`src/rtl/btsb_ram.sv`:
```
// Generic single-port-write, single-port-read RAM with registered read data.
// Read returns the old contents on a same-address write. No dependencies.
`default_nettype none

module btsb_ram #(
   parameter int WIDTH = 8,
   parameter int DEPTH = 16
) (
   input  wire logic                     clock,
   input  wire logic                     wr_en,
   input  wire logic [$clog2(DEPTH)-1:0] wr_addr,
   input  wire logic [WIDTH-1:0]         wr_data,
   input  wire logic                     rd_en,
   input  wire logic [$clog2(DEPTH)-1:0] rd_addr,
   output logic      [WIDTH-1:0]         rd_data
);

   logic [WIDTH-1:0] mem_ff [DEPTH];
   logic [WIDTH-1:0] rd_data_ff;

   // Write port
   always_ff @(posedge clock) begin
      if (wr_en) begin
         mem_ff[wr_addr] <= wr_data;
      end
   end

   // Registered read port
   always_ff @(posedge clock) begin
      if (rd_en) begin
         rd_data_ff <= mem_ff[rd_addr];
      end
   end

   assign rd_data = rd_data_ff;

endmodule

`default_nettype wire

```
`config.mk`:
```
export PLATFORM = sky130hd
export DESIGN_NAME = btsb_ram
export DESIGN_NICKNAME = d
export VERILOG_FILES = /design/src/rtl/btsb_ram.sv
export SDC_FILE = /design/constraint.sdc
export NUM_CORES = 1
export LEC_CHECK = 0
export ABC_AREA = 1
export BUFFER_PORTS_ARGS = -buffer_cell sky130_fd_sc_hd__buf_2
export CORE_MARGIN = 4
export CORE_UTILIZATION = 61
export DETAILED_ROUTE_END_ITERATION = 12
export PLACE_DENSITY = 0.85
export RECOVER_POWER = 50
export SYNTH_ARGS = -nofsm -noshare
export SYNTH_HDL_FRONTEND = slang
export SYNTH_SLANG_ARGS = --single-unit
export TNS_END_PERCENT = 20
```
`constraint.sdc`:
```
create_clock -name clock -period 1.8 [get_ports clock]
set_input_delay 0.54 -clock clock [delete_from_list [all_inputs] [get_ports clock]]
set_output_delay 0.54 -clock clock [all_outputs]
set_load 0.01 [all_outputs]
```
# Word level (Yosys, flattened, before mapping)
# Memory sizes are Yosys's and may differ from the RTL's. A register that Yosys moved wholly into a read port is not among the register bits.
# Index checks and enable logic that the tools add are counted.
[totals]
register_bits = 0
ramBits = 128
output_inout_bits = 8
elab_cells = 3
mem_count = 1
[classes]
n_mux = 2
[memory_table]
columns = ["memory", "words", "width", "read_ports", "rd_clocked_by_memory_dff", "write_ports", "line_no", "source"]
rows = [
  ["mem_ff", 16, 8, 1, 1, 1, "18", "logic [WIDTH-1:0] mem_ff [DEPTH];"],
]
[op_table]
columns = ["operator", "n"]
rows = [
  ["1-bit two-way mux", 2],
]

# Logic depth before layout (Yosys ltp)
# Gate-level depths: netlist of the first run.
[logic_depth]
depth_word = 2
mapped_depth = 8
mapped_depth_nobuf = 7

# Worst setup path after synthesis of the first run
# OpenSTA, ideal clock, no wires.
[synth_timing]
kind = "input -> register"
startpoint = "input wr_addr[2]"
endpoint = "memory mem_ff[10][0] (enable)"
setup_ns = 0.370
arrival_ns = 1.121
required_ns = 1.430
slack_ns = 0.309
path_stages = 2
path_buffers = 0
path_cell_list = "nand3b_1 > nor2_1"
[synth_lines]
columns = ["item", "line_no", "source"]
rows = [
  ["from (decl)", "11", "input wire logic [$clog2(DEPTH)-1:0] wr_addr,"],
  ["to (decl)", "18", ""],
]
# No word-level cell before the write port.

# Worst setup path in the final report of the first run
[layout_timing]
startpoint = "register rd_data_ff[1], in the netlist rd_data[1], read port of mem_ff"
endpoint = "output rd_data[1]"
[layout_lines]
columns = ["item", "line_no", "source"]
rows = [
  ["from (decl)", "19", "logic [WIDTH-1:0] rd_data_ff;"],
  ["to (decl)", "15", "output logic [WIDTH-1:0] rd_data"],
]
# No word-level cell between the ends.

==> results of run 1 <==
==> cell usage in the layout (no fill, tap or decap), types with 2 or more instances in the layout <==
master,count
nand3_1,97
inv_1,100
clkbuf_16,16
buf_12,2
nand3b_1,2
buf_4,21
edfxtp_1,136
bufinv_16,5
clkinv_4,2
clkinvlp_4,3
nand2_1,173
inv_2,2
nor2_1,17
clkbuf_1,12
clkinv_1,4
buf_2,16
==> metrics by stage <==
| step | util [%] | hold WS (ns) | TNS [ns] |
|---|---|---|---|
| final | 73.1 | 0.487 | 0 |
| after global routing | 73.1 | 0.482 | 0 |
| after CTS | 73.2 | 0.367 | 0 |
| after detailed placement | 66.5 | 0.757 | -0.000436 |
| after global placement | 66.5 | 0.720 | 0 |
| after floorplan | - | 0.639 | 0 |
==> metal layers <==
layer  routed length (µm)  GRT usage (%)  vias to the layer above  part of all wire, %
li1                     -              -                     1878                    -
met3                 1780           7.71                       77                   12
met5                    0              0                        -                    0
met4                  655           14.9                        0                  4.3
met2                 7410           46.0                      360                   49
met1                 5390           36.3                     2012                   35
==> sequential cells by signal, summed over array words and instances, names as in the netlist <==
register	count
rd_data	8
mem_ff	128
==> logic make-up after synthesis <==
family	count (synthesis)	share of synthesized area (%)
flops	136	69.8
buf+inv	126	9.39
simple gates	289	20.8
==> worst paths after layout <==
path / endpoint / slack, ns / cells past startpoint
hold / removal: rd_data[2] / 0.49 / 1
setup reg to reg: rd_data[4] / 0.61 / 6
hold reg to reg: rd_data[5] / 0.81 / 6
setup / recovery: rd_data[1] / 0.15 / 1
==> where the power goes <==
part	switching [mW]	internal, mW
Sequential	0.0242	3.57
Clock	1.31	2.37
Combinational	0.333	0.127
==> area by class of cell <==
cell class	count	share of cell area, %
Inverter	102	5.64
Clock buffer	18	6.16
Multi-Input combinational cell	289	17.9
Timing Repair Buffer	50	4.70
Tap cell	129	2.38
Sequential cell	136	60.2
Clock inverter	14	3.02
==> reports/metrics.yaml, run 1 <==
outcome:
  outcome: "finished, final reports clean"
critical_path:
  path_delay_family: "flip-flops"
  end_kind: "output port"
  crit_chain: "buf_2"
  cp_slowest_cell: "edfxtp_1"
  crit_path_start_kind: "flop"
  path_class: "reg -> out"
  startpoint: "rd_data[1]"
  worstPathRequired_ns: 1.26
  worstPathMaxFanout: 1
  worstPathArrival_ns: 1.11
  worst-path-buf-inv: 1
  r2r-start: "mem_ff[13][4]"
  critPathMaxStageDelay_ns: 0.42
synth:
  synth_edf_count: 136
  ys_seq_area_share_pct: 69.8
  synth_common_cells: "nand2_1, edfxtp_1, inv_1, nand3_1, nor2_1"
  yosys-top-cells-area: "edfxtp_1, nand2_1, nand3_1, inv_1, buf_6"
  avgSynthCellArea_um2: 10.6
  yosysTopAreaCell: "edfxtp_1"
  syn_area_mm2: 0.00585
  synth.distinct_cells: 11
  synth_top_area_share_pct: 69.8
  async_reset_ff_share_pct: 0
  synth_cells: 551
  synth_most_common_cell: "nand2_1"
  synth_fp_nets: 570
  synth-main-ff-cell: "edfxtp_1"
  ys_warn_count: 0
  ys_ff_latch: 136
pwr:
  total_power_mw: 7.73
  power.density_mw_per_mm2: 1140
  p_leak_nw: 2.92
  ir_drop_uv: 737
sta:
  drv_slew: 0
  rsz0062_at_grt: "false"
  finalHoldViolCount: 0
  final.setup.worst_slack_ns: 0.151
  max_freq_ghz: 0.606
  setup_violations: 0
  finalCritPeriodShare_pct: 91.6
  slew_headroom_pct: 33.8
  final.min_clock_period_ns: 1.65
  worst_pin_slew_ns: 0.992
  fin_skew_ns: 0.0178
grt:
  grt-ovfl-total: 0
  grt_pass1_wl_mm: 23.6
  track_usage_pct: 28.8
  first_global_vias: 4448
  grt_max_degree: 33
  antenna_found_initial: 0
final_layout:
  multi_input_area_mm2: 0.00121
  design_area_mm2: 0.00678
  regArea_mm2: 0.00408
  n_antenna_cell: 0
  nets: 615
  syn_to_final_growth_pct: 16.0
  fillers: 581
  drive_gt1_share_pct: 11.2
  layout.cells.non_filler: 738
route:
  vias: 4327
  viasPerCell: 5.86
  dr.pass1.iters: 6
  drc: 0
  wl_per_cell_um: 20.6
  detail_route.wirelength_mm: 15.2
  dr.first_iter.drc_count: 789
  postRouteAntennaNets: 0
clocking:
  htree_num_levels: 4
  clk_latency_ns: 0.53
  postCtsSetupRepairBufs: 0
  numClockSinks: 136
  numCtsBuffers: 17
  clockBufferDepth: 2
  cts_tree: "done"
  cts_root_buf: "clkbuf_8"
  postCtsHoldBufs: 0
  post_cts_resized: 0
  path_clk_slew_ns: 0.06
floorplanning:
  core-area_mm2: 0.00928
  die_h_um: 106
  ioPinCount: 27
  start_util_pct: 63.0
  dieArea_mm2: 0.0112
  die_w_um: 106
  num_rows: 35
flow_run:
  maxCapViolCount: 0
placed_design:
  dp_slack_ns: -0.000436
  dp_cells: 706
  port_buffers: 26
  placed_area_mm2: 0.00618
  dpl.hpwl_mm: 8.74
  place.gp.congestion: 0.853
worst_hold_path:
  hp-class: "in -> reg"
  hold_start: "rd_en"
Note: power is estimated with default switching activity, not from simulation.
==> run 2, diff against run 1 <==
--- a/config.mk
+++ b/config.mk
@@ -8,9 +8,9 @@
 export ABC_AREA = 1
 export BUFFER_PORTS_ARGS = -buffer_cell sky130_fd_sc_hd__buf_2
 export CORE_MARGIN = 4
-export CORE_UTILIZATION = 61
+export CORE_UTILIZATION = 23
 export DETAILED_ROUTE_END_ITERATION = 12
-export PLACE_DENSITY = 0.85
+export PLACE_DENSITY = 0.43
 export RECOVER_POWER = 50
 export SYNTH_ARGS = -nofsm -noshare
 export SYNTH_HDL_FRONTEND = slang
==> run 2 against run 1 <==
Clock power is 6.3% lower. Wire length is 1.9% lower. Non-clock buffer count stayed put. Cell count is 27% higher. Global-route usage is 18 points lower. Combinational power hardly changed. Critical path depth stayed put. Largest cell class unchanged. Count of clock-buffer cells in the layout is 1 lower. Worst hold slack better by 0.13 ns. First-iteration DRC count is 70% lower. Sequential power hardly changed. Die area is 150% higher.
==> reports/metrics.yaml, run 2 (synthesis results as in run 1) <==
pwr:
  p_leak_nw: 2.91  # -0.32%
  pwr-share-clk_pct: 46.0  # -1.6 points
  total_power_mw: 7.50  # -3.1%
  p_comb_share_pct: 6.1  # +0.2 points
  internal-power_mw: 5.85  # -3.6%
  ir_drop_uv: 636  # -14%
  p_sw_share_pct: 22.0  # +0.44 points
  switchingPower_mw: 1.65  # -1.1%
  power.density_mw_per_mm2: 1070  # -6.3%
  p_seq_share_pct: 47.9  # +1.4 points
critical_path:
  reg2reg_slack_ns: 0.66  # +0.05 ns
  critPathMaxStageDelay_ns: 0.45  # +0.03 ns
  cp_slowest_cell: "edfxtp_1"
  crit_chain: "buf_2"
  path_class: "reg -> out"
  path_delay_family: "flip-flops"
  crit_cells: 1  # unchanged
  worstPathArrival_ns: 1.06  # -0.05 ns
  crit_path_start_kind: "flop"
  worst-path-buf-inv: 1  # unchanged
  reg2regPathDepth: 6  # unchanged
  worst_r2r_endpoint: "rd_data[2]"
  end_kind: "output port"
  r2r-start: "mem_ff[3][2]"
  worstPathRequired_ns: 1.26  # about the same
  worstPathMaxFanout: 1  # unchanged
worst_hold_path:
  whs_path_depth: 3  # +2
  whs_endpoint: "rd_data[5]"
  hold_start: "rd_addr[3]"
  hp-class: "in -> reg"
floorplanning:
  dieArea_mm2: 0.0280  # +150%
  num_rows: 58  # +66%
  die_h_um: 167  # +58%
  start_util_pct: 23.3  # -40 points
  ioPinCount: 27  # unchanged
  core-area_mm2: 0.0251  # +170%
  die_w_um: 167  # +58%
sta:
  finalHoldViolCount: 0  # unchanged
  final.setup.worst_slack_ns: 0.203  # +0.0520 ns
  fin_setup_tns_ns: 0  # unchanged
  finalCritPeriodShare_pct: 88.7  # -2.9 points
  worst_hold_slack_ns: 0.615  # +0.129 ns
  drv_slew: 0  # unchanged
  final.min_clock_period_ns: 1.60  # -0.0520 ns
  setup_violations: 0  # unchanged
  slew_headroom_pct: 33.2  # -0.66 points
  worst_pin_slew_ns: 1.00  # +0.00987 ns
  max_freq_ghz: 0.626  # +3.3%
  fin_skew_ns: 0.00435  # -0.0135 ns
  rsz0062_at_grt: "false"
final_layout:
  drive_gt1_share_pct: 11.3  # +0.16 points
  nets: 615  # unchanged
  layout_common_cells: "nand2_1, edfxtp_1, inv_1"
  utilization_pct: 28.0  # -45 points
  largest_register_ffs: 128  # unchanged
  syn_to_final_growth_pct: 20.1
  fillers: 2662  # +360%
  design_area_mm2: 0.00702  # +3.5%
  n_antenna_cell: 0  # unchanged
  final_common_cell: "nand2_1"
  layout.cells.non_filler: 939  # +27%
  top_register: "mem_ff"
placed_design:
  dp_cells: 907  # +28%
  placed_area_mm2: 0.00645  # +4.5%
  port_buffers: 26  # unchanged
  dpl.hpwl_mm: 9.61  # +10%
  place.gp.congestion: 0.725  # -15%
  dp_slack_ns: -0.0257  # -0.0253 ns
clocking:
  postCtsHoldBufs: 0  # unchanged
  htree_num_levels: 4  # unchanged
  postCtsSetupRepairBufs: 0  # unchanged
  path_clk_slew_ns: 0.06  # about the same
  clk_latency_ns: 0.42  # -0.11 ns
  cts_root_buf: "clkbuf_16"
  clockBufferDepth: 2  # unchanged
  cts_tree: "done"
  post_cts_resized: 0  # unchanged
  numCtsBuffers: 17  # unchanged
  numClockSinks: 136  # unchanged
grt:
  track_usage_pct: 11.1  # -18 points
  grt_pass1_wl_mm: 23.0  # -2.5%
  grt-ovfl-total: 0  # unchanged
  first_global_vias: 3772  # -15%
  grt_max_degree: 45  # +36%
  antenna_found_initial: 0  # unchanged
flow_run:
  maxCapViolCount: 0  # unchanged
route:
  vias: 3790  # -12%
  postRouteAntennaNets: 0  # unchanged
  dr.first_iter.drc_count: 233  # -70%
  drc: 0  # unchanged
  wl_per_cell_um: 15.9  # -23%
  viasPerCell: 4.04  # -31%
  dr.pass1.iters: 4  # -2
  detail_route.wirelength_mm: 14.9  # -1.9%
outcome:
  outcome: "finished, final reports clean"
[run 2: changes by cell type in the layout (fill, tap and decap cells not counted)]
cell,change
clkbuf_8,-1
clkinv_4,-1
clkinvlp_4,+1
buf_4,-3
buf_12,+2
bufinv_16,-2
clkinv_2,+4
clkbuf_16,+1
clkinv_1,-1
[run 2: how the worst max path moves through the flow]
| stage | from | to | slack [ns] |
|---|---|---|---|
| final | rd_data[4] | rd_data[4] | 0.20 |
| after global routing | rd_data[4] | rd_data[4] | 0.16 |
| after CTS | rd_data[4] | rd_data[4] | 0.17 |
| after detailed placement | rd_addr[1] | rd_data[3] | -0.03 |
| after global placement | rd_addr[1] | rd_data[3] | -0.0003 |
| after floorplan | wr_addr[2] | mem_ff[10][0] | 0.31 |
[run 2: power by group through the flow]
stage | registers (mW) | logic, mW | clock network, mW
floorplan | 3.66 | 0.250 | 0
global placement | 3.66 | 0.469 | 0
detailed placement | 3.66 | 0.471 | 0
CTS | 3.59 | 0.472 | 3.52
global route | 3.60 | 0.517 | 3.67
finish | 3.59 | 0.457 | 3.45
[run 2: layer usage]
metal | track usage (%) | share of wire [%] | up-vias
met5 | 0 | 0 | -
li1 | - | - | 1870
met2 | 16.3 | 44 | 84
met1 | 15.9 | 51 | 1820
met3 | 2.46 | 3.9 | 16
met4 | 4.41 | 1.6 | 0
[run 2: area by class of cell]
cell class,instances,area (µm²),area share [%]
repair buffers,50,340,4.85
flip-flops and latches,136,4080,58.2
clock buffers,17,425,6.06
inverters,102,383,5.45
clock inverters,15,160,2.28
multi-input cells,289,1210,17.3
well taps,330,413,5.88
