==> config.mk <==
export PLATFORM = sky130hd
export DESIGN_NAME = btsb_front
export DESIGN_NICKNAME = d
export VERILOG_FILES = /design/src/rtl/btsb_pkg.sv /design/src/rtl/btsb_front.sv
export SDC_FILE = /design/constraint.sdc
export NUM_CORES = 1
export LEC_CHECK = 0
export BUFFER_PORTS_ARGS = -buffer_cell sky130_fd_sc_hd__buf_2
export CORE_MARGIN = 4
export CORE_UTILIZATION = 30
export CTS_CLUSTER_DIAMETER = 50
export DETAILED_ROUTE_END_ITERATION = 12
export MAX_ROUTING_LAYER = met4
export PLACE_DENSITY = 0.54
export SYNTH_ARGS = -nofsm -noshare
export SYNTH_HDL_FRONTEND = slang
export SYNTH_SLANG_ARGS = --single-unit
==> constraint.sdc <==
create_clock -name clock -period 3.6 [get_ports clock]
set_input_delay 0.18 -clock clock [delete_from_list [all_inputs] [get_ports clock]]
set_output_delay 0.18 -clock clock [all_outputs]
set_load 0.03 [all_outputs]
==> src/rtl/btsb_pkg.sv <==
// Shared types and constants for the byte trigram set builder.
// Used by the front end, back end and top level; depends on nothing.
`default_nettype none

package btsb_pkg;

   // Field widths
   localparam int GRAM_BITS  = 24;
   localparam int COUNT_BITS = 25;
   localparam int BYTE_BITS  = 8;

   // Default configuration and structure sizes
   localparam logic [COUNT_BITS-1:0] LIMIT_RESET = 25'd20000;
   localparam int WINDOW_BYTES_DEFAULT = 3;
   localparam int QUEUE_DEPTH_DEFAULT  = 4;
   localparam int OUT_DEPTH_DEFAULT    = 4;

   // Seen map layout: 64-bit rows tagged with a file epoch
   localparam int ROW_SEL_BITS  = 6;
   localparam int ROW_BITS      = 1 << ROW_SEL_BITS;
   localparam int ROW_ADDR_BITS = GRAM_BITS - ROW_SEL_BITS;
   localparam int MAP_ROWS      = 1 << ROW_ADDR_BITS;
   localparam int EPOCH_BITS    = 8;
   localparam int ENTRY_BITS    = ROW_BITS + EPOCH_BITS;
   localparam logic [EPOCH_BITS-1:0] EPOCH_FIRST = 8'd1;
   localparam logic [EPOCH_BITS-1:0] EPOCH_MAX   = 8'hFF;

   // Register port
   localparam int CSR_ADDR_BITS = 3;
   localparam int CSR_DATA_BITS = 32;
   localparam logic CSR_INDEX_MAX_DISTINCT = 1'b0;

   // Classified request from the front to the back
   typedef struct packed {
      logic [GRAM_BITS-1:0] gram;
      logic                 gram_valid;
      logic                 last;
   } item_type;

   // Finished result on its way to the response channel
   typedef struct packed {
      logic [GRAM_BITS-1:0] trigram;
      logic                 trigram_valid;
      logic                 is_new;
      logic                 overflowed;
      logic                 file_done;
   } result_type;

   // Back end status seen by the top level
   typedef struct packed {
      logic clearing;
      logic pop;
      logic busy;
   } back_status_type;

endpackage

`default_nettype wire

==> src/rtl/btsb_front.sv <==
// Front end: keeps the sliding byte window and classifies each request into
// a gram with a valid mark. Depends on btsb_pkg.
`default_nettype none

module btsb_front #(
   parameter int WINDOW_BYTES = btsb_pkg::WINDOW_BYTES_DEFAULT
) (
   input  wire logic                            clock,
   input  wire logic                            reset,
   input  wire logic                            accept,
   input  wire logic [btsb_pkg::BYTE_BITS-1:0]  byte_value,
   input  wire logic                            last_byte,
   output btsb_pkg::item_type                   item
);

   localparam int HIST_BITS = btsb_pkg::BYTE_BITS * (WINDOW_BYTES - 1);
   localparam int WIDE_BITS = btsb_pkg::BYTE_BITS * WINDOW_BYTES;
   localparam logic [1:0] FILL_FULL = 2'(WINDOW_BYTES - 1);

   logic [HIST_BITS-1:0] hist_ff;
   logic [HIST_BITS-1:0] hist_in;
   logic [1:0]           fill_ff;
   logic [1:0]           fill_in;
   logic [WIDE_BITS-1:0] wide;
   logic                 full;

   assign wide = {hist_ff, byte_value};
   assign full = (fill_ff >= FILL_FULL);

   // Classify the request
   always_comb begin
      item.gram       = full ? btsb_pkg::GRAM_BITS'(wide) : '0;
      item.gram_valid = full;
      item.last       = last_byte;
   end

   // Shift the window; drop it at the end of a file
   always_comb begin
      hist_in = wide[HIST_BITS-1:0];
      fill_in = full ? fill_ff : fill_ff + 1'b1;
      if (last_byte) begin
         hist_in = '0;
         fill_in = '0;
      end
   end

   always_ff @(posedge clock) begin
      if (reset) begin
         hist_ff <= '0;
         fill_ff <= '0;
      end else if (accept) begin
         hist_ff <= hist_in;
         fill_ff <= fill_in;
      end
   end

endmodule

`default_nettype wire

; ---- Word level (Yosys, flattened, before mapping)
; Index checks and enable logic that the tools add are counted.
[word_totals]
ff_bits = 18
inputBits = 12
out_inout_bits = 26
elab_cells = 10
[classes]
addsub = 1
n_lt_le_gt_ge = 1
n_eq_ne = 1
mux = 4
reduce_logical = 1
[op_table]
columns = op, n
row1 = $mux W24, 1
row2 = $mux W16, 1
row3 = $mux W2, 2
row4 = $add A2 B1 Y2 const B, 1
row5 = $ge A2 B2 Y1 const B, 1
row6 = $ne A2 B2 Y1 const B, 1
row7 = $reduce_and A2 Y1, 1

; ---- Logic depth before layout (Yosys ltp)
; Gate-level depths: netlist of the first run.
[logic_depth]
depth_word = 3
mapped_depth = 6
mapped_depth_nobuf = 5

; ---- Least setup slack after synthesis of the first run
; OpenSTA, ideal clock, no wires.
[synth_path]
kind = reg2out
from = register fill_ff[0]
to = output item[10] (netlist name)
arrival_ns = 1.263
required_ns = 3.420
path_slack_ns = 2.157
stages_incl_launch_ff = 7
n_path_buf = 2
path_cell_list = dfxtp_1 inv_1 ha_1 or2_1 buf_6 buf_6 and2_4
[synth_rtl]
columns = item, line
row1 = "start, declared", btsb_front.sv:22  ; logic [1:0] fill_ff;
row2 = "start signal, assigned", btsb_front.sv:53  ; fill_ff <= fill_in;
row3 = "end, declared", btsb_front.sv:13  ; output btsb_pkg::item_type item

==> impl_metrics.toml, run 1 <==
[status]
status = "finished clean"

[setup_path]
crit_family = "simple AND/OR/NAND/NOR gates"
crit_path_start_kind = "flop"
critPathKind = "reg -> out"
critPathArrivalTime_ps = 2050
worstPathRequired_ps = 3420
path_cells = "inv_1 > ha_1 > or2_1 > and2_4 > buf_2"
end_kind = "output pin"
max_stage_delay_ps = 670
crit_fanout = 27
critPathBufInv = 2
crit_slowest_cell = "or2_1"

[synth]
netlist_instances = 106
ys_ff_latch = 18
syn_avg_cell_area_um2 = 9.05
synth_top_family_by_area = "simple AND/OR/NAND/NOR gates"
synth.area.top_cells = "dfxtp_1, and2_4, a2bb2oi_1"
syn-num-nets = 119
synth.largest_area_cell = "dfxtp_1"
yosys.area_share.adder_pct = 1.30
async_flop_share_pct = 0
muxShareOfSynthArea_pct = 0
synthXorXnorAreaFrac_pct = 0
ys_types = 25
synthFlopType = "dfxtp_1"
synthesis.area_um2 = 960
synth_edf_count = 0
synth_compound_area_share_pct = 16.4
synth_warnings = 0
yosys.area_share.simple_pct = 35.6
synth_top_area_share_pct = 37.5
synth_common_cells = "and2_4, dfxtp_1, nor2_1, nand2_1"
ys_seq_area_share_pct = 37.5
synth_most_common_cell = "and2_4"

[timing]
fin_skew_ps = 0.236
period_needed_ps = 2230
rsz0062_at_grt = "no"
setup_viol = 0
fin_ws_ps = 1370
tightest_slew_ps = 857
hold_viol = 0
slew_headroom_pct = 42.9
report.final.slew_viol_count = 0
fin_setup_tns_ps = 0
min_period_over_period_pct = 61.9
clock.fmax_mhz = 449

[placed_design]
dp_hpwl_um = 1500
io_buffers = 37
pre_cts_slack_ps = 1640
place_area_um2 = 1120
gp_congestion = 0.640

[clock_tree]
tritoncts = "done"
ctsLongestPathBuffers = 2
h-tree-depth = 1
clk_latency_ps = 290
clockRootBuffer = "clkbuf_4"
cts_setup_buffers = 0
clk_pin_slew_ps = 100
cts-resized-gates = 0
numCtsBuffers = 3
cts_hold_buf = 0
cts.sinks = 18

[routing]
first_pass_iters = 4
vias_per_cell = 4.48
drtIter0Drc = 12
vias = 807
drtAntennaViolNets = 0
wl_per_cell_um = 11.7
drc = 0
routed_wl_um = 2110

[cells_and_area]
drive_gt1_share_pct = 47.1
fill_cells = 341
area_growth_pct = 20.5
insertedDiodeCount = 0
nNetsFinal = 150
design_area_um2 = 1160

[worst_hold_path]
worstHoldPathType = "in -> reg"

[global_routing]
grtUsageTotal_pct = 11.3
antenna_found_initial = 0
grt_pass1_vias = 795
grt_overflow = 0
grt_first_pass_wirelength_um = 3710
grt_max_degree = 28

[die]
rows = 20
ios = 38
fp.dieH_um = 64.6
die_area_um2 = 4170
start_util_pct = 31.4
die_w_um = 64.6
core_um2 = 3050

[power]
power_density_nw_per_um2 = 350
vdd_drop_max_mv = 0.116
p_leak_nw = 0.553

[job]
drv_cap = 0
[worst register-to-register path, delay by kind of cell, from the launching register on]
kind | cells | cell delay (ps)
flops | 1 | 340
buf+inv | 1 | 120
compound gates | 1 | 50
simple gates | 2 | 950
fa+ha+maj | 1 | 180
[state kept, by name, indices dropped and copies added (netlist names)]
| name | count |
|---|---|
| hist_ff | 16 |
| fill_ff | 2 |
[cell usage in the layout, fill, tap and decap left out, types with 2 or more instances in the layout]
cell type / n
a21oi_1: 3
a22oi_1: 7
a2bb2oi_1: 7
and2_1: 5
and2_4: 19
buf_2: 37
clkbuf_4: 3
dfxtp_1: 18
nand2_1: 9
nand3b_1: 2
nor2_1: 15
nor2b_1: 2
[through the flow]
stage                     cells  utilization [%]  total power [mW]  hold WS, ps
after floorplan             106                -             0.275          324
after detailed placement    176             36.7             0.286          436
after global routing        180             37.9             0.428          134
final                       180             37.9             0.404          129
after CTS                   180             37.9             0.413          121
after global placement      176             36.7             0.284          423
[power breakdown]
| part | switching, mW | internal (mW) |
|---|---|---|
| clock network | 0.0621 | 0.0616 |
| registers | 0.00398 | 0.205 |
| logic | 0.0458 | 0.0260 |
| total | 0.112 | 0.292 |
[cell type report]
type / count / area (µm²) / area share [%]
inverters: 2 / 7.51 / 0.649
clock buffers: 4 / 36.3 / 3.14
flip-flops and latches: 18 / 360 / 31.2
repair buffers: 37 / 185 / 16.0
multi-input cells: 75 / 512 / 44.3
well taps: 44 / 55.1 / 4.76
[worst paths after layout]
| path | start | end | slack (ps) | cells past startpoint |
|---|---|---|---|---|
| max reg2reg | fill_ff[0] | fill_ff[0] | 1860 | 5 |
| max | fill_ff[0] | item[15] | 1370 | 5 |
| min reg2reg | hist_ff[8] | hist_ff[8] | 470 | 2 |
| min | byte_value[4] | hist_ff[4] | 130 | 3 |
[cell families after synthesis]
kind of cell	count (synthesis)
AOI/OAI and AO/OA	20
buffers and inverters	13
DFF	18
adders and majority gates	1
and+or+nand+nor	54
[metal layers]
metal,part of all wire (%),global-route usage (%),up-vias
met4,0,5.54,0
met5,0,-,-
met3,5.2,1.56,0
met1,43,12.8,377
li1,-,-,409
met2,52,19.7,21
(Power assumes the default switching activity.)
==> run 2, diff against run 1 <==
PLACE_DENSITY = 0.56   (was 0.54)
clock period = 2 ns   (was 3.6 ns; I/O delays follow)
==> run 2 against run 1 <==
  * Count of clock-buffer cells in the layout stayed put
  * Final cell count up 0.56%
  * Routed wire length unchanged
  * Global-route usage shrank 0.19 points
  * Clock power rose by 81%
  * Die area is the same
  * First-iteration DRC count grew to 3.3 times the previous value
  * Via count decreased by 1.7%
  * Combinational power up 84%
  * Final area is 0.87% higher
==> impl_metrics.toml, run 2 (synthesized netlist as in run 1, its figures left out) <==
[status]
status = "finished clean"

[setup_path]
r2r_end = "fill_ff[0]"
ff2ff_path_depth = 5
timing.rr.start = "fill_ff[0]"
critPathArrivalTime_ps = 1670
critPathKind = "reg -> out"
crit_family = "simple AND/OR/NAND/NOR gates"
critPathBufInv = 2
crit_slowest_cell = "dfxtp_1"
max_stage_delay_ps = 360
regToRegSetupSlack_ps = 640
path_cells = "inv_1 > ha_1 > or2_4 > and2_1 > buf_2"
end_kind = "output pin"
crit_path_start_kind = "flop"
worstPathRequired_ps = 1900
crit_fanout = 27

[die]
die_area_um2 = 4170
die_w_um = 64.6
fp.dieH_um = 64.6
start_util_pct = 31.4
rows = 20
ios = 38
core_um2 = 3050

[cells_and_area]
insertedDiodeCount = 0
largest_register_ffs = 16
multi_input_area_um2 = 514
most-common-layout-cells = "buf_2, and2_4, dfxtp_1"
reg_top3 = "hist_ff x16, fill_ff x2"
largest_register = "hist_ff"
nNetsFinal = 151
seq_area_um2 = 360
final_common_cell = "buf_2"
drive_gt1_share_pct = 48.2
design_area_um2 = 1170
fill_cells = 341
area_growth_pct = 21.5

[clock_tree]
cts.sinks = 18
clk_pin_slew_ps = 110
clk_latency_ps = 290
numCtsBuffers = 3
ctsLongestPathBuffers = 2
cts_hold_buf = 0
tritoncts = "done"
h-tree-depth = 1
clockRootBuffer = "clkbuf_4"

[power]
power_density_nw_per_um2 = 629
p_leak_nw = 0.558
vdd_drop_max_mv = 0.171

[worst_hold_path]
worstHoldStart = "byte_value[1]"
min_to = "hist_ff[1]"
worstHoldPathType = "in -> reg"
worstHoldPathCells = 3

[timing]
report.final.slew_viol_count = 0
rsz0062_at_grt = "no"
slew_headroom_pct = 77.6
hold_viol = 0
min_period_over_period_pct = 88.6
fin_skew_ps = 0.703
clock.fmax_mhz = 564
period_needed_ps = 1770
setup_viol = 0
fin_setup_tns_ps = 0
tightest_slew_ps = 337

[global_routing]
grtUsageTotal_pct = 11.2
antenna_found_initial = 0
grt_pass1_vias = 826
grt_max_degree = 28
grt_overflow = 0
grt_first_pass_wirelength_um = 3600

[routing]
first_pass_iters = 4
vias = 793
maxUsedRoutingLayer = "met4"
drtAntennaViolNets = 0
wl_met2_um = 948
routed_wl_um = 2110
wl_per_cell_um = 11.6
vias_per_cell = 4.38
drtIter0Drc = 40
met1_length_um = 954
route.met3.wl_um = 152
drc = 0

[placed_design]
io_buffers = 37
place_area_um2 = 1130
gp_congestion = 0.711

[job]
drv_cap = 0
[run 2: report_power, final]
group,internal [mW],switching [mW]
clock network,0.111,0.114
logic,0.0497,0.0826
registers,0.369,0.00730
[run 2: worst max path at each step]
| stage | end | cells after the start | start | slack (ps) |
|---|---|---|---|---|
| detailed placement | item[11] | 5 | fill_ff[0] | 170 |
| floorplan | item[10] | 6 | fill_ff[0] | 640 |
| global placement | item[6] | 5 | fill_ff[0] | 210 |
| CTS | item[3] | 5 | fill_ff[0] | 20 |
| finish | item[3] | 5 | fill_ff[0] | 230 |
| global route | item[25] | 5 | fill_ff[0] | 100 |
[run 2: worst register-to-register path, stage by stage, from the launching register on]
cell	delay, ps
dfxtp_1	360
inv_1	90
ha_1	220
or2_4	340
a22oi_2	170
a21oi_2	70
[run 2: repair_timing]
item                                   4_1_cts  5_1_grt
setup buffers                                0        0
setup endpoints to repair                   25       24
gates cloned                                 0        0
resized for setup                            1        1
endpoints found under the hold margin        0        0
[run 2: cell type report]
cell class | instances | area share (%)
multi-input combinational | 75 | 44.1
sequential | 18 | 30.9
tap | 44 | 4.72
timing repair buffer | 38 | 16.5
clock buffer | 4 | 3.11
inverter | 2 | 0.644
[run 2: routing by layer]
metal	global-route usage, %	up-vias
met4	6.33	0
met3	2.60	4
met5	-	-
li1	-	409
met2	18.6	29
met1	12.2	351
[run 2: per-stage QoR]
stage               hold slack [ps]  utilization, %  total power, mW  setup slack, ps  std cells
floorplan                       244               -            0.495              637        106
finish                         49.0            38.2            0.733              228        181
global placement                353            36.9            0.514              212        177
CTS                            49.4            38.1            0.742             19.6        181
global route                   60.7            38.2            0.771             95.9        181
detailed placement              361            36.9            0.517              169        177
