[src/rtl/btsb_fifo.sv]
// Small generic request queue in flip-flops, used between the front and back
// and in front of the response channel. No dependencies.
`default_nettype none

module btsb_fifo #(
   parameter int WIDTH = 8,
   parameter int DEPTH = 4
) (
   input  wire logic                       clock,
   input  wire logic                       reset,
   input  wire logic                       push,
   input  wire logic [WIDTH-1:0]           push_data,
   input  wire logic                       pop,
   output logic      [WIDTH-1:0]           pop_data,
   output logic                            empty,
   output logic                            full,
   output logic      [$clog2(DEPTH+1)-1:0] count
);

   localparam int PTR_BITS = $clog2(DEPTH);
   localparam int CNT_BITS = $clog2(DEPTH + 1);
   localparam logic [PTR_BITS-1:0] PTR_LAST = PTR_BITS'(DEPTH - 1);
   localparam logic [CNT_BITS-1:0] CNT_FULL = CNT_BITS'(DEPTH);

   logic [WIDTH-1:0]    entries_ff [DEPTH];
   logic [PTR_BITS-1:0] wr_ptr_ff;
   logic [PTR_BITS-1:0] rd_ptr_ff;
   logic [CNT_BITS-1:0] count_ff;
   logic                do_push;
   logic                do_pop;

   assign empty   = (count_ff == '0);
   assign full    = (count_ff == CNT_FULL);
   assign count   = count_ff;
   assign do_push = push && !full;
   assign do_pop  = pop && !empty;
   assign pop_data = entries_ff[rd_ptr_ff];

   // Store the incoming request
   always_ff @(posedge clock) begin
      if (do_push) begin
         entries_ff[wr_ptr_ff] <= push_data;
      end
   end

   // Advance pointers and occupancy
   always_ff @(posedge clock) begin
      if (reset) begin
         wr_ptr_ff <= '0;
         rd_ptr_ff <= '0;
         count_ff  <= '0;
      end else begin
         if (do_push) begin
            wr_ptr_ff <= (wr_ptr_ff == PTR_LAST) ? '0 : wr_ptr_ff + 1'b1;
         end
         if (do_pop) begin
            rd_ptr_ff <= (rd_ptr_ff == PTR_LAST) ? '0 : rd_ptr_ff + 1'b1;
         end
         if (do_push && !do_pop) begin
            count_ff <= count_ff + 1'b1;
         end else if (!do_push && do_pop) begin
            count_ff <= count_ff - 1'b1;
         end
      end
   end

endmodule

`default_nettype wire

[config.mk]
export PLATFORM = sky130hd
export DESIGN_NAME = btsb_fifo
export DESIGN_NICKNAME = d
export VERILOG_FILES = /design/src/rtl/btsb_fifo.sv
export SDC_FILE = /design/constraint.sdc
export NUM_CORES = 1
export LEC_CHECK = 0
export CAP_MARGIN = 25
export CORE_MARGIN = 3
export CORE_UTILIZATION = 55
export DETAILED_ROUTE_END_ITERATION = 8
export DONT_BUFFER_PORTS = 1
export HOLD_SLACK_MARGIN = 0.03
export PLACE_DENSITY = 0.7
export SLEW_MARGIN = 20
export SYNTH_ARGS = -nofsm -noshare
export SYNTH_HDL_FRONTEND = slang
export SYNTH_SLANG_ARGS = --single-unit
[constraint.sdc]
create_clock -name clock -period 2.95 [get_ports clock]
set_input_delay 0.4425 -clock clock [delete_from_list [all_inputs] [get_ports clock]]
set_output_delay 0.4425 -clock clock [all_outputs]
set_load 0.02 [all_outputs]
After elaboration in Yosys (flattened, before gate mapping)
Memory sizes are Yosys's and may differ from the RTL's. A register that Yosys moved wholly into a read port is not among the register bits.
Index checks and enable logic that the tools add are counted.
{"block": "totals", "ff_bits": 7, "ram_bits": 32, "input_bits": 12, "output_inout_bits": 13, "wordCells": 29, "mem_count": 1}
{"name": "entries_ff", "depth": 4, "word_bits": 8, "read_ports": 1, "rd_clocked_by_memory_dff": 1, "wr": 1, "line_no": "25", "text": "logic [WIDTH-1:0] entries_ff [DEPTH];"}
{"block": "op_classes", "n_addsub": 4, "eq_ne": 3, "muxes": 8, "n_reduce_logical": 10}
{"operator": "2-to-1 mux 2 bit", "n": 4}
{"operator": "2-to-1 mux 3 bit", "n": 2}
{"operator": "adder 2 x 1 -> 2 bit (second input constant)", "n": 2}
{"operator": "equality test 2 bit (second input constant)", "n": 2}
{"operator": "logical AND 1 bit", "n": 4}
{"operator": "zero test 1 bit", "n": 4}
{"operator": "adder 3 x 1 -> 3 bit (second input constant)", "n": 1}
{"operator": "equality test 3 bit (second input constant)", "n": 1}
{"operator": "zero test 3 bit", "n": 1}
{"operator": "subtractor 3 x 1 -> 3 bit (second input constant)", "n": 1}
{"operator": "2-to-1 mux 1 bit", "n": 2}
{"operator": "nonzero test 2 bit", "n": 1}

Longest topological paths before layout
Gate-level depths: netlist of the first run.
{"block": "logic_depth", "ltp_word": 7, "mapped_depth": 10, "mapped_depth_nobuf": 9}

Least setup slack after synthesis of the first run
OpenSTA, ideal clock, no wires.
{"block": "synth_timing", "path_type": "register to register", "startpoint": "register count_ff[0], in the netlist count[0]", "endpoint": "register count_ff[2], in the netlist count[2]", "setup_ns": 0.070, "t_arrival_ns": 2.283, "required_ns": 2.880, "path_slack_ns": 0.597, "stages_incl_launch_ff": 11, "path_buffers": 1, "synth_period_minus_slack_ns": 2.353, "cell_sequence": "dfxtp_1 > or3b_1 > buf_6 > clkinv_4 > nor2_2 > ha_1 > inv_1 > fa_1 > xor2_1 > or3_2 > a21oi_1"}
{"block": "synth_via", "elab_chain_cells": 6, "word_cells_on_any_way": 15, "cone_classes": "add/sub: 2; eq/ne: 1; mux: 2; reduce/logical: 10"}
{"element": "start, declared", "line_no": "28", "text": "logic [CNT_BITS-1:0] count_ff;"}
{"element": "start signal, assigned", "line_no": "60", "text": "count_ff <= count_ff + 1'b1;"}
{"element": "start signal, assigned", "line_no": "62", "text": "count_ff <= count_ff - 1'b1;"}
{"element": "equality test 3 bit *", "line_no": "33", "text": "assign full = (count_ff == CNT_FULL);"}
{"element": "named net full", "line_no": "16", "text": "output logic full,"}
{"element": "zero test 1 bit *", "line_no": "35", "text": "assign do_push = push && !full;"}
{"element": "logical AND 1 bit *", "line_no": "35"}
{"element": "named net do_push", "line_no": "29", "text": "logic do_push;"}
{"element": "zero test 1 bit", "line_no": "61", "text": "end else if (!do_push && do_pop) begin"}
{"element": "logical AND 1 bit", "line_no": "61"}
{"element": "nonzero test 2 bit (no line)"}
Mark *: on every way through the listed nets, which the timed path passes. The rest lies on a longest branch. The select of a mux whose other input is x is not followed.
A chain may end at the register's enable or synchronous reset.

Worst setup path after layout of the first run
Same ends and word-level chain as after synthesis.

==> impl_metrics.json, run 1 <==
{
  "yosysSeqAreaShare_pct": 69.4,
  "critPathCapture": "count[2]",
  "numCtsBuffers": 5,
  "antenna_found_initial": 0,
  "crit_type": "flop to flop",
  "cp_max_fo": 7,
  "drv_slew": 0,
  "ys_ff_latch": 41,
  "clk_pin_slew_ns": 0.10,
  "hpwl_um": 1630,
  "synth_nets": 111,
  "slew_headroom_pct": 57.9,
  "post-route-period-util_pct": 88.9,
  "core_area_um2": 2810,
  "clk_latency_ns": 0.34,
  "grt_max_degree": 13,
  "p_per_area_nw_per_um2": 815,
  "synth_top_area_share_pct": 58.4,
  "clkPwrFrac_pct": 18.2,
  "hold_buffers": 0,
  "layout_common_cells": "edfxtp_1, dfxtp_1, mux4_2",
  "place_inst": 120,
  "htreeDepth": 2,
  "post_cts_buffers": 0,
  "finalWeightedCongestion": 0.693,
  "nets": 115,
  "hp-class": "input port to flop",
  "grt_pass1_vias": 794,
  "synthTopCellsByArea": "edfxtp_1, dfxtp_1, mux4_2",
  "switching_power_mw": 0.453,
  "fp.dieH_um": 60.7,
  "rows": 19,
  "crit_path_start": "count[0]",
  "ys.flop_type": "edfxtp_1",
  "cts_resized": 0,
  "synth.distinct_cells": 26,
  "worstPathRequired_ns": 3.22,
  "yosysWarnings": 0,
  "utilization_pct": 61.3,
  "place_area_um2": 1670,
  "grt_util_all_layers_pct": 15.3,
  "overflow": 0,
  "fin_setup_tns_ns": 0,
  "synth_area_um2": 1650,
  "vias": 771,
  "power.internal_mw": 0.948,
  "ff2ff_path_depth": 9,
  "firstDrtPassIters": 4,
  "cp.arrival_ns": 2.89,
  "fmaxAchievable_ghz": 0.381,
  "final_common_cell": "edfxtp_1",
  "root_buffer": "clkbuf_4",
  "final_area_um2": 1720,
  "r2r-start": "count[0]",
  "vias_per_cell": 6.02,
  "post-route-min-period_ns": 2.62,
  "io_buffers": 0,
  "drt_iter0_drc": 31,
  "cp-end-kind": "flop",
  "worstMarginPinSlew_ns": 0.626,
  "critPathLaunchType": "flop",
  "n_fill_cell": 220,
  "setup_viol": 0,
  "avgRoutedWirePerCell_um": 18.8,
  "die_w_um": 60.7,
  "antennaDiodeCount": 0,
  "clock-sinks": 41,
  "rsz0062_at_grt": "false",
  "seqPwrFrac_pct": 56.0,
  "r2r-end": "count[2]",
  "netlist_instances": 92,
  "wl_um": 2410,
  "timing.hold.ws_ns": 0.164,
  "hold_start": "reset",
  "synth-edff-count": 32,
  "outcome": "completed",
  "final_cells": 128,
  "switching_share_pct": 32.3,
  "clockBufferDepth": 2,
  "combinationalPowerShare_pct": 25.8,
  "drive_gt1_share_pct": 25.8,
  "hold_violations": 0,
  "drcViolationCount": 0,
  "fin_skew_ns": 0.0161,
  "antenna_left": 0,
  "syn_avg_cell_area_um2": 17.9,
  "ir_worst_vdd_uv": 409,
  "pin_count": 25,
  "p_leak_nw": 0.599,
  "grt_pass1_wl_um": 3850,
  "start_util_pct": 58.7,
  "tritoncts": "yes",
  "drv_cap": 0,
  "regToRegSetupSlack_ns": 0.33,
  "yosys.area.top_type": "edfxtp_1",
  "die_area_um2": 3680,
  "area_growth_pct": 4.49,
  "async_reset_ff_share_pct": 0
}
layout make-up:
cell class,instances,area (um^2),area share (%)
Tap cell,31,38.8,2.26
Sequential cell,41,1140,66.4
Timing Repair Buffer,1,7.51,0.437
Clock buffer,6,41.3,2.40
Inverter,5,23.8,1.38
Clock inverter,2,10.0,0.582
Multi-Input combinational cell,42,457,26.6
cells by family after synthesis:
logic type | synth area share (%)
AND/OR/NAND/NOR | 5.70
buffers and inverters | 2.89
multiplexers | 12.2
XOR/XNOR | 1.06
AO/OA/AOI/OAI | 3.04
flip-flops | 69.4
adder cells (fa/ha/maj) | 5.78
flip-flops by register name (all words and copies together), names as in the netlist, named ones only:
register    flops
count           3
rd_ptr_ff       2
entries_ff     32
wr_ptr_ff       2
how the worst min path moves through the flow:
stage | to | slack [ns] | depth (start not counted)
detailed placement | flop | 0.50 | 2
finish | wr_ptr_ff[1] | 0.16 | 1
global placement | rd_ptr_ff[0] | 0.47 | 2
global route | wr_ptr_ff[1] | 0.13 | 1
CTS | count[2] | 0.15 | 1
floorplan | flop | 0.46 | 2
critical path, stage by stage, from the launching register on:
cell	delay [ns]
dfxtp_1	0.60
or3b_1	0.35
clkinv_4	0.14
nor2_2	0.15
ha_1	0.20
inv_1	0.06
fa_1	0.37
xor2_1	0.16
or3_2	0.40
a21oi_1	0.14
synthesized netlist by cell type, types with 2 or more instances:
| library cell | n |
|---|---|
| a21oi_1 | 3 |
| and3_2 | 4 |
| dfxtp_1 | 9 |
| edfxtp_1 | 32 |
| ha_1 | 6 |
| inv_1 | 4 |
| mux2i_1 | 2 |
| mux4_2 | 8 |
| nand3_1 | 2 |
| nor2_1 | 3 |
| nor3_1 | 2 |
| o31ai_2 | 2 |
| xor2_1 | 2 |
power groups by stage:
stage          sequential, mW  clock, mW  combinational [mW]
2_1_floorplan           0.769          0               0.339
3_3_place_gp            0.798          0               0.358
3_5_place_dp            0.801          0               0.364
4_1_cts                 0.788      0.263               0.366
5_1_grt                 0.798      0.287               0.398
6_report                0.785      0.254               0.362
per-layer routing:
metal / up-vias / share of wire (%) / wire [um] / track usage [%]
met4: 0 / 2.1 / 50 / 7.43
met3: 5 / 8.2 / 198 / 6.81
met2: 28 / 49 / 1180 / 24.7
li1: 358 / - / - / -
met5: - / 0 / 0 / 0
met1: 380 / 41 / 982 / 17.4
metrics by stage:
step,power (mW),worst slack (ns)
2_1_floorplan,1.11,0.597
3_3_place_gp,1.16,0.447
3_5_place_dp,1.16,0.348
4_1_cts,1.42,0.316
5_1_grt,1.48,0.156
6_report,1.40,0.327
(Power assumes the default switching activity.)
==> run 2, diff against run 1 <==
--- a/config.mk
+++ b/config.mk
@@ -7,11 +7,10 @@
 export LEC_CHECK = 0
 export CAP_MARGIN = 25
 export CORE_MARGIN = 3
-export CORE_UTILIZATION = 55
+export CORE_UTILIZATION = 40
 export DETAILED_ROUTE_END_ITERATION = 8
 export DONT_BUFFER_PORTS = 1
 export HOLD_SLACK_MARGIN = 0.03
-export PLACE_DENSITY = 0.7
 export SLEW_MARGIN = 20
 export SYNTH_ARGS = -nofsm -noshare
 export SYNTH_HDL_FRONTEND = slang
==> run 2 against run 1 <==
Net effect:
- setup slack improved by 0.069 ns
- power is 19% higher
- fmax rose by 2.7%
- die area is 34% higher
- clock-buffer cell count down 1
- clock skew down 0.0073 ns
- global-route usage is 3.4 points lower
- critical path depth unchanged
- via count shrank 1.7%
- cell area rose by 6.0%
- register-to-register slack better by 0.07 ns
- non-clock buffer count did not move
==> impl_metrics.json, run 2 (synthesis gave the netlist of run 1 again) <==
{
  "die_w_um": 70.1,
  "nets": 115,
  "grt_max_degree": 14,
  "antenna_left": 0,
  "cts_resized": 0,
  "io_buffers": 0,
  "clk_latency_ns": 0.29,
  "met2_usage_pct": 20.3,
  "fp.dieH_um": 70.1,
  "n_fill_cell": 319,
  "crit_type": "flop to flop",
  "slew_headroom_pct": 54.3,
  "drt_iter0_drc": 33,
  "drv_cap": 0,
  "fin_setup_tns_ns": 0,
  "setup_viol": 0,
  "antennaDiodeCount": 0,
  "path_buf_inv": 2,
  "finalWeightedCongestion": 0.781,
  "clk_pin_slew_ns": 0.08,
  "hpwl_um": 1830,
  "fin_skew_ns": 0.00886,
  "grt_util_met3_pct": 5.76,
  "die_area_um2": 4920,
  "critPathLaunchType": "flop",
  "ir_worst_vdd_uv": 288,
  "area_growth_pct": 10.8,
  "crit_family": "simple AND/OR/NAND/NOR gates",
  "grt_pass1_vias": 829,
  "core_area_um2": 3800,
  "avgRoutedWirePerCell_um": 17.9,
  "post-route-min-period_ns": 2.55,
  "outcome": "completed",
  "hp-class": "input port to flop",
  "cp-end-kind": "flop",
  "ff2ff_path_depth": 9,
  "post-route-period-util_pct": 86.6,
  "busiest_layer": "met2",
  "vias": 758,
  "drive_gt1_share_pct": 26.8,
  "hold_buffers": 0,
  "root_buffer": "clkbuf_8",
  "post_cts_buffers": 0,
  "cp_max_fo": 7,
  "cpMaxStageDelayCell": "dfxtp_1",
  "rows": 22,
  "final_common_cell": "edfxtp_1",
  "grt_util_all_layers_pct": 11.9,
  "antenna_found_initial": 0,
  "p_leak_nw": 0.635,
  "htreeDepth": 2,
  "start_util_pct": 43.3,
  "numCtsBuffers": 5,
  "hold_violations": 0,
  "tritoncts": "yes",
  "power_mw": 1.67,
  "worstPathRequired_ns": 3.17,
  "largest_register_ff_count": 32,
  "rsz0062_at_grt": "false",
  "worst-path-stages": 9,
  "drcViolationCount": 0,
  "vias_per_cell": 5.23,
  "grtUsageMet1_pct": 12.6,
  "wl_um": 2600,
  "crit_chain": "or3b_1, clkinv_4, nor2_2, ha_1, inv_1, fa_1, xor2_1, or3_2, a21oi_1",
  "worstMarginPinSlew_ns": 0.680,
  "firstDrtPassIters": 4,
  "overflow": 0,
  "cp.arrival_ns": 2.78,
  "utilization_pct": 48.0,
  "grt_pass1_wl_um": 4290,
  "clockBufferDepth": 2,
  "largest_register": "entries_ff",
  "drv_slew": 0,
  "fmaxAchievable_ghz": 0.391,
  "hold_depth": 1,
  "layout_common_cells": "edfxtp_1, dfxtp_1, mux4_2",
  "p_per_area_nw_per_um2": 916,
  "cpPeakStageDelay_ns": 0.57,
  "pin_count": 25,
  "clock-sinks": 41
}
run 2: per-stage QoR:
step / instances / cell area (um^2) / hold WS, ns / setup WS (ns)
floorplan: 92 / 1650 / 0.463 / 0.597
global placement: 137 / 1690 / 0.466 / 0.460
detailed placement: 137 / 1690 / 0.505 / 0.400
CTS: 145 / 1820 / 0.201 / 0.380
global route: 145 / 1820 / 0.190 / 0.207
finish: 145 / 1820 / 0.211 / 0.395
run 2: worst paths after layout:
kind	start	to	slack [ns]
hold / removal	reset	wr_ptr_ff[1]	0.21
setup reg to reg	count[1]	count[2]	0.40
setup / recovery	count[1]	count[2]	0.40
hold reg to reg	wr_ptr_ff[1]	wr_ptr_ff[1]	0.52
run 2: layout make-up:
type	instances	area (um^2)	area share, %
flip-flops and latches	41	1140	62.6
inverters	5	23.8	1.30
clock buffers	5	68.8	3.77
well taps	48	60.1	3.29
repair buffers	1	7.51	0.412
clock inverters	3	65.1	3.57
multi-input cells	42	457	25.1
run 2: layer usage:
metal  vias up  wire length (um)
met5         -                 0
met4         0                42
met3         4               191
met2        20              1420
met1       379               952
li1        355                 -
run 2: where the power goes:
group | internal [mW] | switching [mW] | leakage, nW
Sequential | 0.705 | 0.0764 | 0.367
Combinational | 0.154 | 0.219 | 0.200
Clock | 0.336 | 0.181 | 0.0681
Total | 1.19 | 0.476 | 0.635
